--- src/rtl/assert_macros.svh ---
// Assertion helpers shared by the RTL
`ifndef ASSERT_MACROS_SVH
`define ASSERT_MACROS_SVH

// Check a property on every rising clock edge outside reset
`define ASSERT_CLK(lbl, clk, rst_n, prop, msg) \
    lbl: assert property (@(posedge clk) disable iff (!rst_n) prop) else $error(msg);

// Check that a condition never holds outside reset
`define ASSERT_NEVER(lbl, clk, rst_n, cond, msg) \
    lbl: assert property (@(posedge clk) disable iff (!rst_n) !(cond)) else $error(msg);

`endif

--- src/rtl/stksrch_pkg.sv ---
package stksrch_pkg;

    localparam int DATA_W    = 32;
    localparam int MODE_W    = 2;
    localparam int STAT_W    = 2;
    localparam int POS_W     = 6;
    localparam int OCC_W     = 7;
    localparam int DEPTH_DEF = 64;

    localparam logic [MODE_W-1:0] MODE_PUSH   = 2'd0;
    localparam logic [MODE_W-1:0] MODE_POP    = 2'd1;
    localparam logic [MODE_W-1:0] MODE_SEARCH = 2'd2;
    localparam logic [MODE_W-1:0] MODE_MINMAX = 2'd3;

    localparam logic [STAT_W-1:0] STAT_OK    = 2'd0;
    localparam logic [STAT_W-1:0] STAT_FULL  = 2'd1;
    localparam logic [STAT_W-1:0] STAT_EMPTY = 2'd2;

    localparam logic signed [DATA_W-1:0] WORD_MAX = 32'sh7FFF_FFFF;
    localparam logic signed [DATA_W-1:0] WORD_MIN = 32'sh8000_0000;

    typedef logic signed [DATA_W-1:0] t_word;

endpackage

--- src/rtl/array_stack_with_search_core.sv ---
// LIFO stack of signed 32-bit words with search and min/max scans.
// Command channel: start with i_mode and i_data is taken on a rising edge
// where busy is low. Modes: push, pop, search for key, min and max.
// Result channel: o_valid marks one cycle holding a result; o_last flags the
// final result of a command. The receiver cannot hold results off.
// Command flow, n being the stored word count:
//   push, and any command on an empty stack: result the cycle after accept.
//   pop: one memory read; the POP state registers the word from the RAM read register.
//   search, min/max: the scan reads one slot per cycle, over all n slots, through
//   the single read port of the word memory, top slot first, and a final FLUSH
//   state emits the held match or the extremes.
// Search results come one per matching slot, top to bottom (one not-found result if none);
// each match is held until the next match or the flush so the final one carries o_last.
// Reset empties the stack and drops any command in flight; memory contents
// are left as they are and only written slots are ever read.
`include "assert_macros.svh"

module array_stack_with_search_core #(
    parameter int DEPTH = stksrch_pkg::DEPTH_DEF
) (
    input  logic                                  i_clk,
    input  logic                                  i_rst_n,
    input  logic                                  start,
    output logic                                  busy,
    input  logic [stksrch_pkg::MODE_W-1:0]        i_mode,
    input  logic signed [stksrch_pkg::DATA_W-1:0] i_data,
    output logic                                  o_valid,
    output logic [stksrch_pkg::STAT_W-1:0]        o_status,
    output logic signed [stksrch_pkg::DATA_W-1:0] o_value,
    output logic signed [stksrch_pkg::DATA_W-1:0] o_max_value,
    output logic                                  o_found,
    output logic [stksrch_pkg::POS_W-1:0]         o_position,
    output logic [stksrch_pkg::OCC_W-1:0]         o_occupancy,
    output logic                                  o_last
);

    localparam int AW = (DEPTH > 1) ? $clog2(DEPTH) : 1;
    localparam int CW = $clog2(DEPTH + 1);

    localparam logic [1:0] ST_IDLE  = 2'd0;
    localparam logic [1:0] ST_POP   = 2'd1;
    localparam logic [1:0] ST_SCAN  = 2'd2;
    localparam logic [1:0] ST_FLUSH = 2'd3;

    logic [1:0]                        r_state, n_state;
    logic [CW-1:0]                     r_cnt, n_cnt;
    logic [AW-1:0]                     r_addr, n_addr;
    stksrch_pkg::t_word                r_key, n_key;
    logic                              r_is_mm, n_is_mm;
    stksrch_pkg::t_word                r_lo, n_lo;
    stksrch_pkg::t_word                r_hi, n_hi;
    logic                              r_pend, n_pend;
    logic [AW-1:0]                     r_pend_pos, n_pend_pos;

    logic                              r_valid, n_valid;
    logic [stksrch_pkg::STAT_W-1:0]    r_status, n_status;
    stksrch_pkg::t_word                r_value, n_value;
    stksrch_pkg::t_word                r_max, n_max;
    logic                              r_found, n_found;
    logic [AW-1:0]                     r_pos, n_pos;
    logic                              r_last, n_last;

    logic                              w_we;
    logic [AW-1:0]                     w_top;
    logic [AW-1:0]                     w_raddr;
    stksrch_pkg::t_word                w_rdata;

    logic                              w_pop_st;
    logic                              w_push_ok;
    logic [CW-1:0]                     w_cnt_inc;
    logic                              w_match_out;
    logic                              w_pos_ok;

    assign w_top   = AW'(r_cnt - CW'(1));
    assign w_raddr = (r_state == ST_IDLE) ? w_top : (r_addr - AW'(1));

    stksrch_ram #(
        .DEPTH (DEPTH),
        .AW    (AW)
    ) u_ram (
        .i_clk   (i_clk),
        .i_we    (w_we),
        .i_waddr (AW'(r_cnt)),
        .i_wdata (i_data),
        .i_raddr (w_raddr),
        .o_rdata (w_rdata)
    );

    always_comb begin
        n_state    = r_state;
        n_cnt      = r_cnt;
        n_addr     = r_addr;
        n_key      = r_key;
        n_is_mm    = r_is_mm;
        n_lo       = r_lo;
        n_hi       = r_hi;
        n_pend     = r_pend;
        n_pend_pos = r_pend_pos;
        n_valid    = 1'b0;
        n_status   = stksrch_pkg::STAT_OK;
        n_value    = '0;
        n_max      = '0;
        n_found    = 1'b0;
        n_pos      = '0;
        n_last     = 1'b1;
        w_we       = 1'b0;
        case (r_state)
            ST_IDLE: begin
                if (start) begin
                    case (i_mode)
                        stksrch_pkg::MODE_PUSH: begin
                            n_valid = 1'b1;
                            if (r_cnt == CW'(DEPTH)) begin
                                n_status = stksrch_pkg::STAT_FULL;
                            end else begin
                                w_we  = 1'b1;
                                n_cnt = r_cnt + CW'(1);
                            end
                        end
                        stksrch_pkg::MODE_POP: begin
                            if (r_cnt == '0) begin
                                n_valid  = 1'b1;
                                n_status = stksrch_pkg::STAT_EMPTY;
                            end else begin
                                n_cnt   = r_cnt - CW'(1);
                                n_state = ST_POP;
                            end
                        end
                        default: begin
                            n_key   = i_data;
                            n_is_mm = (i_mode == stksrch_pkg::MODE_MINMAX);
                            n_lo    = stksrch_pkg::WORD_MAX;
                            n_hi    = stksrch_pkg::WORD_MIN;
                            n_pend  = 1'b0;
                            if (r_cnt == '0) begin
                                n_valid = 1'b1;
                                if (i_mode == stksrch_pkg::MODE_MINMAX) begin
                                    n_value = stksrch_pkg::WORD_MAX;
                                    n_max   = stksrch_pkg::WORD_MIN;
                                end
                            end else begin
                                n_addr  = w_top;
                                n_state = ST_SCAN;
                            end
                        end
                    endcase
                end
            end
            ST_POP: begin
                n_valid = 1'b1;
                n_value = w_rdata;
                n_state = ST_IDLE;
            end
            ST_SCAN: begin
                if (r_is_mm) begin
                    if (w_rdata < r_lo) begin
                        n_lo = w_rdata;
                    end
                    if (w_rdata > r_hi) begin
                        n_hi = w_rdata;
                    end
                end else if (w_rdata == r_key) begin
                    if (r_pend) begin
                        n_valid = 1'b1;
                        n_found = 1'b1;
                        n_pos   = r_pend_pos;
                        n_last  = 1'b0;
                    end
                    n_pend     = 1'b1;
                    n_pend_pos = r_addr;
                end
                if (r_addr == '0) begin
                    n_state = ST_FLUSH;
                end else begin
                    n_addr = r_addr - AW'(1);
                end
            end
            ST_FLUSH: begin
                n_valid = 1'b1;
                if (r_is_mm) begin
                    n_value = r_lo;
                    n_max   = r_hi;
                end else if (r_pend) begin
                    n_found = 1'b1;
                    n_pos   = r_pend_pos;
                end
                n_state = ST_IDLE;
            end
            default: begin
                n_state = ST_IDLE;
            end
        endcase
    end

    always_ff @(posedge i_clk) begin
        if (!i_rst_n) begin
            r_state <= ST_IDLE;
            r_cnt   <= '0;
            r_valid <= 1'b0;
        end else begin
            r_state <= n_state;
            r_cnt   <= n_cnt;
            r_valid <= n_valid;
        end
        r_addr     <= n_addr;
        r_key      <= n_key;
        r_is_mm    <= n_is_mm;
        r_lo       <= n_lo;
        r_hi       <= n_hi;
        r_pend     <= n_pend;
        r_pend_pos <= n_pend_pos;
        r_status   <= n_status;
        r_value    <= n_value;
        r_max      <= n_max;
        r_found    <= n_found;
        r_pos      <= n_pos;
        r_last     <= n_last;
    end

    assign busy        = (r_state != ST_IDLE);
    assign o_valid     = r_valid;
    assign o_status    = r_status;
    assign o_value     = r_value;
    assign o_max_value = r_max;
    assign o_found     = r_found;
    assign o_position  = stksrch_pkg::POS_W'(r_pos);
    assign o_occupancy = stksrch_pkg::OCC_W'(r_cnt);
    assign o_last      = r_last;

    assign w_pop_st    = (r_state == ST_POP);
    assign w_push_ok   = start && !busy && (i_mode == stksrch_pkg::MODE_PUSH)
                         && (r_cnt != CW'(DEPTH));
    assign w_cnt_inc   = r_cnt + CW'(1);
    assign w_match_out = o_valid && o_found;
    assign w_pos_ok    = (stksrch_pkg::OCC_W'(o_position) < o_occupancy);

    `ASSERT_NEVER(a_cnt_bound, i_clk, i_rst_n, r_cnt > CW'(DEPTH), "fill count above depth")
    `ASSERT_CLK(a_pop_result, i_clk, i_rst_n, w_pop_st |=> (o_valid && o_last), "pop lost")
    `ASSERT_CLK(a_push_count, i_clk, i_rst_n, w_push_ok |=> (r_cnt == $past(w_cnt_inc)), "push lost")
    `ASSERT_CLK(a_found_pos, i_clk, i_rst_n, w_match_out |-> w_pos_ok, "match above top")

endmodule

--- src/rtl/stksrch_ram.sv ---
module stksrch_ram #(
    parameter int DEPTH = stksrch_pkg::DEPTH_DEF,
    parameter int AW    = (DEPTH > 1) ? $clog2(DEPTH) : 1
) (
    input  logic                i_clk,
    input  logic                i_we,
    input  logic [AW-1:0]       i_waddr,
    input  stksrch_pkg::t_word  i_wdata,
    input  logic [AW-1:0]       i_raddr,
    output stksrch_pkg::t_word  o_rdata
);

    stksrch_pkg::t_word r_mem [DEPTH];
    stksrch_pkg::t_word r_rdata;

    always_ff @(posedge i_clk) begin
        if (i_we) begin
            r_mem[i_waddr] <= i_wdata;
        end
        r_rdata <= r_mem[i_raddr];
    end

    assign o_rdata = r_rdata;

endmodule

--- config.mk ---
export PLATFORM = sky130hd
export DESIGN_NAME = array_stack_with_search_core
export DESIGN_NICKNAME = d
export VERILOG_FILES = /design/src/rtl/stksrch_pkg.sv /design/src/rtl/array_stack_with_search_core.sv /design/src/rtl/stksrch_ram.sv
export VERILOG_INCLUDE_DIRS = /design/src /design/src/rtl
export SDC_FILE = /design/constraint.sdc
export NUM_CORES = 2
export LEC_CHECK = 0
export ABC_AREA = 1
export CAP_MARGIN = 5
export CELL_PAD_IN_SITES_DETAIL_PLACEMENT = 0
export CELL_PAD_IN_SITES_GLOBAL_PLACEMENT = 1
export CORE_MARGIN = 2
export CORE_UTILIZATION = 47
export CTS_CLUSTER_SIZE = 16
export DETAILED_ROUTE_END_ITERATION = 16
export DONT_BUFFER_PORTS = 1
export PLACE_DENSITY_LB_ADDON = 0.1
export RECOVER_POWER = 25
export SYNTH_ARGS = -nofsm -noshare
export SYNTH_HDL_FRONTEND = slang
export SYNTH_SLANG_ARGS = --single-unit
--- constraint.sdc ---
create_clock -name i_clk -period 4.4 [get_ports i_clk]
set_input_delay 0 -clock i_clk [delete_from_list [all_inputs] [get_ports i_clk]]
set_output_delay 0 -clock i_clk [all_outputs]
set_load 0.005 [all_outputs]
# After elaboration in Yosys (flattened, before gate mapping)
# Memory sizes are Yosys's and may differ from the RTL's. A register that Yosys moved wholly into a read port is not among the register bits.
# Cells that the tools add are included.
# W data, S select, Z words.
# word_totals
reg_bits	194
ram_bits	2048
inputBits	37
out_inout_bits	83
word_cells	131
n_memories	1
# classes
n_addsub	3
n_lt_le_gt_ge	2
eq_ne	20
mux	66
n_bitwise	4
n_reduce_logical	19
# memory_table
memory	words	width	rd	rd_ports_with_merged_regs	write_ports	line	source
u_ram.r_mem	64	32	1	1	1	stksrch_ram.sv:13	stksrch_pkg::t_word r_mem [DEPTH];
# ops
operator	n
$mux W32	14
$pmux W32 S2	3
$mux W31	4
$pmux W32 S3	1
$mux W6	9
$eq A32 B32 Y1	1
$gt A32 B32 Y1	1
$lt A32 B32 Y1	1
$ne A2 B2 Y1 const B	13
$reduce_and A5 Y1	5
$pmux W6 S2	2
$mux W1	19
$mux W7	2
$pmux W7 S2	1
$mux W2	5
$pmux W2 S2	2
$add A7 B1 Y7 const B	1
$eq A7 B7 Y1 const B	1
$logic_not A7 Y1	1
$sub A7 B1 Y7 const B	1
$eq A2 B2 Y1 const B	3
$logic_not A6 Y1	1
$pmux W2 S3	1
$reduce_and A3 Y1	2
11 further kinds	20

# Logic depth before layout (Yosys ltp)
# logic_depth
word_depth	7
depth_mapped	17
mapped_depth_nobuf	15

# By module
# From an unflattened synthesis, not the netlist that was laid out.
# hier_totals
cells_unflattened	7773
hier_area_um2	91871.9
# by_module_without_submodules
mod	instances	cells_per_inst	area_per_inst_um2
stksrch_ram	1	6785	82785.6
array_stack_with_search_core	1	988	9086.2

# Least setup slack after synthesis
# No wires, ideal clock.
# synth_path
kind	reg2reg
from	reg r_cnt[0] (netlist: o_occupancy[0])
to	mem u_ram.r_mem[15][0] in the netlist's numbering, enable pin
setup_ns	0.461
arrival_time_ns	3.748
t_required_ns	3.939
path_slack_ns	0.191
stages_incl_launch_ff	10
path_buffers	0
synth_period_minus_slack_ns	4.209
path_cell_list	dfxtp_1 -> inv_2 -> ha_1 -> nand3_1 -> nor2_1 -> nand2_1 -> inv_1 -> nor3_2 -> inv_1 -> nor3_1
# synth_between
elab_chain_cells	7
# synth_rtl
item	line	source
start: declaration	array_stack_with_search_core.sv:46	logic [CW-1:0] r_cnt, n_cnt;
start signal: assignment	array_stack_with_search_core.sv:202	r_cnt <= n_cnt;
$eq A7 B7 Y1	array_stack_with_search_core.sv:113	if (r_cnt == CW'(DEPTH)) begin
$mux W1	array_stack_with_search_core.sv:113	
$mux W1	array_stack_with_search_core.sv:110	case (i_mode)
$mux W1	array_stack_with_search_core.sv:109	if (start) begin
$mux W1	array_stack_with_search_core.sv:107	case (r_state)
$mux W1	stksrch_ram.sv:17	if (i_we) begin
$mux W1 (implied by the code)	stksrch_ram.sv:18	r_mem[i_waddr] <= i_wdata;
end: declaration	stksrch_ram.sv:13	
# Parallel ways exist; a longest one is shown, timed or not.

# Final worst setup path
# layout_path
from	reg r_state[0]
to	reg r_cnt[6] (netlist: o_occupancy[6])
# layout_between
elab_chain_cells	2
# layout_rtl
item	line	source
start: declaration	array_stack_with_search_core.sv:45	logic [1:0] r_state, n_state;
start signal: assignment	array_stack_with_search_core.sv:201	r_state <= n_state;
$logic_not A2 Y1	array_stack_with_search_core.sv:107	
$reduce_and A5 Y1 (no source line)	n/a	
# Every way passes these cells.
# A chain may end at the register's enable or synchronous reset.

==> results.yml <==
setup_path:
  required_ps: 5140
  cp_slowest_cell: "dlygate4sd3_1"
  critPathBufInv: 4
  crit_fanout: 12
  start_kind: "flip-flop"
  ff2ff_setup_slack_ps: 340
  endpoint_kind: "flip-flop"
  crit_path_cell_trace: "inv_1, ha_1, nand2_1, nor2_1, dlygate4sd3_1, o211ai_1, nor3b_1, nand2_1, nand2_1, dlygate4sd3_1, nor2_1, dlygate4sd3_1"
  reg2reg_depth: 12
  crit_arrival_ps: 4800
  crit_type: "reg2reg"
  worstSetupPathDepth: 12
  max_stage_delay_ps: 560
  critical-path-top-delay-family: "buffers and inverters"
pwr:
  power_density_nw_per_um2: 719
  power_uw: 75800
  pwr-share-comb: 0.406
  p_int_uw: 44400
  leakagePower_uw: 0.0378
  p_sw_frac: 0.414
  seqPwrFrac: 0.333
  pwr-share-clk: 0.261
  switchingPower_uw: 31400
  peakVddDrop_mv: 0.942
cts:
  clkLatencyLatePin_ps: 860
  cts-hold-fix-buffers: 78
  clockBufferDepth: 3
  cts-root-buf: "clkbuf_16"
  postCtsSetupRepairBufs: 0
  cts.sinks: 2274
  cts_max_level: 4
  cts_resized: 0
  tritoncts: "done"
  clk_pin_slew_worst_paths_ps: 60
  cts_buffers: 234
timing:
  setup_viol: 0
  hold-worst-slack_ps: 192
  timing.final.crit_period_ps: 4060
  slew_viol_final: 1849
  slew_headroom: -1.58
  rsz0062_at_grt: "no"
  fin_crit_sh: 0.924
  hold_violations: 0
  tightest_slew_ps: 3870
  max_freq_ghz: 0.246
  tns_ps: 0
  fin_skew_ps: 27.3
  setup_ws_ps: 335
die:
  die_w_um: 447
  fp.dieH_um: 447
  io_pins: 120
  start_util: 0.473
  core.rowCount: 162
  core_um2: 195000
  die-area_um2: 200000
yosys:
  ys_ff_latch: 2274
  netlist_instances: 7784
  yosys.area.top_type_share: 0.701
  synthTopCellsByArea: "edfxtp_1 (70%), nand2_1 (9.8%), nand3_1 (8.6%), dfxtp_1 (2.5%), buf_2 (1.7%)"
  syn_nets: 7892
  yosysTopAreaCell: "edfxtp_1"
  yosysSeqAreaShare: 0.726
  yosys_warnings: 0
  synth_area_um2: 92400
  netlist-cell-type-count: 39
  syn_avg_cell_area_um2: 11.9
drt:
  drc: 0
  drtAntennaViolNets: 0
  dr.pass1.iters: 5
  via_per_inst: 5.65
  wl_mm: 279
  wl_per_cell_um: 26.0
  drtIter0Drc: 6341
  vias: 60600
hold_path:
  holdPathStages: 3
  min_path_type: "in2reg"
status:
  violations: "max-capacitance violations, max-slew violations"
  status: "finished, violations left"
global_route:
  grt_pass1_vias: 57800
  grt-ovfl-total: 0
  grt_max_degree: 149
  antenna_found_initial: 14
  grt_usage: 0.278
  grt_pass1_wl_mm: 405
placement:
  port_buffers: 0
  gp_congestion: 0.856
  dp_hpwl_mm: 158
  place_inst: 10200
  dp_slack_ps: 444
cells_and_area:
  final_nets: 8005
  drive_above_1_share: 0.102
  final_cells: 10700
  area_delta_synth_final_pct: 14.0
run:
  cap_violations: 28
[synthesized netlist by cell type, drive strengths merged]
library cell,n
a21boi,1
a21o,1
a21oi,62
a31oi,32
and2,2
buf,359
clkbuf,115
clkinv,1
dfxtp,116
edfxtp,2158
ha,71
inv,264
nand2,2415
nand3,1583
nand4,12
nor2,176
nor3,8
nor3b,8
nor4,1
o211ai,180
o21a,4
o21ai,73
o22ai,2
o311ai,1
or2,111
xnor2,22
xor2,6
[tightest hold or removal path: cells and delay by family]
family | cells | cell delay [ps]
buffers and inverters | 1 | 580
AND/OR/NAND/NOR | 2 | 400
[cells by family (layout without fill, tap and decap cells)]
logic type / Yosys count / in the layout / share of synthesized area
flops: 2274 / 2274 / 0.726
fa+ha+maj: 71 / 71 / 0.00961
buf+inv: 739 / 1055 / 0.0354
simple gates: 4316 / 4316 / 0.201
xor+xnor: 28 / 28 / 0.00265
compound gates: 356 / 356 / 0.0251
other cells: 0 / 3 / 0
[flip-flops by register name, indices dropped and copies added, names as in the netlist, 6 cells and up]
register	cells
o_position	6
r_pend_pos	6
u_ram.o_rdata	32
r_addr	6
u_ram.r_mem	2048
r_lo	32
r_key	32
o_value	32
r_hi	32
o_occupancy	7
o_max_value	32
[cell type report]
| class | count | area (um2) |
|---|---|---|
| repair buffers | 351 | 3760 |
| clock inverters | 148 | 1340 |
| diodes | 3 | 7.51 |
| clock buffers | 291 | 6260 |
| well taps | 2624 | 3280 |
| inverters | 265 | 1030 |
| fillers | 16600 | 89800 |
| flip-flops and latches | 2274 | 67100 |
| multi-input cells | 4771 | 22600 |
[per-stage QoR]
step / util / area [um2]
finish: 0.540 / 105000
global route: 0.540 / 105000
CTS: 0.543 / 106000
detailed placement: 0.497 / 97100
global placement: 0.497 / 97100
floorplan: - / 92400
[final timing paths]
kind,startpoint,to
worst max-delay path,r_state[0]$_SDFFE_PN0P_,o_occupancy[6]$_SDFFE_PN0P_
worst min-delay path,start,o_status[1]$_SDFF_PN0_
worst max register to register,r_state[0]$_SDFFE_PN0P_,o_occupancy[6]$_SDFFE_PN0P_
worst min register to register,r_hi[27]$_SDFFCE_PN0P_,o_max_value[27]$_DFF_P_
[power by group through the flow]
stage / registers (uW) / clock network (uW) / logic (uW)
after global placement: 25600 / 0 / 30100
after detailed placement: 25600 / 0 / 30100
final: 25200 / 19800 / 30800
after floorplan: 25200 / 0 / 18300
after CTS: 25200 / 20000 / 30700
after global routing: 25300 / 20800 / 33500
[routing by layer]
layer | global-route usage | vias to the layer above | part of all wire
met5 | 0.00562 | - | 0.00061
met4 | 0.0699 | 6 | 0.025
met3 | 0.0498 | 354 | 0.080
met2 | 0.438 | 2362 | 0.46
met1 | 0.400 | 30200 | 0.43
li1 | - | 27600 | -
[layout by cell type (no fill, tap or decap), types with 64 or more instances in the layout]
cell,n
nand3_1,1583
buf_4,190
or2_2,111
o211ai_1,180
edfxtp_1,2158
o21ai_0,64
clkbuf_16,238
buf_12,83
ha_1,70
nand2_1,2411
nor2_1,110
inv_1,256
dfxtp_1,116
clkbuf_1,70
Power figures use the tool's default switching activity.
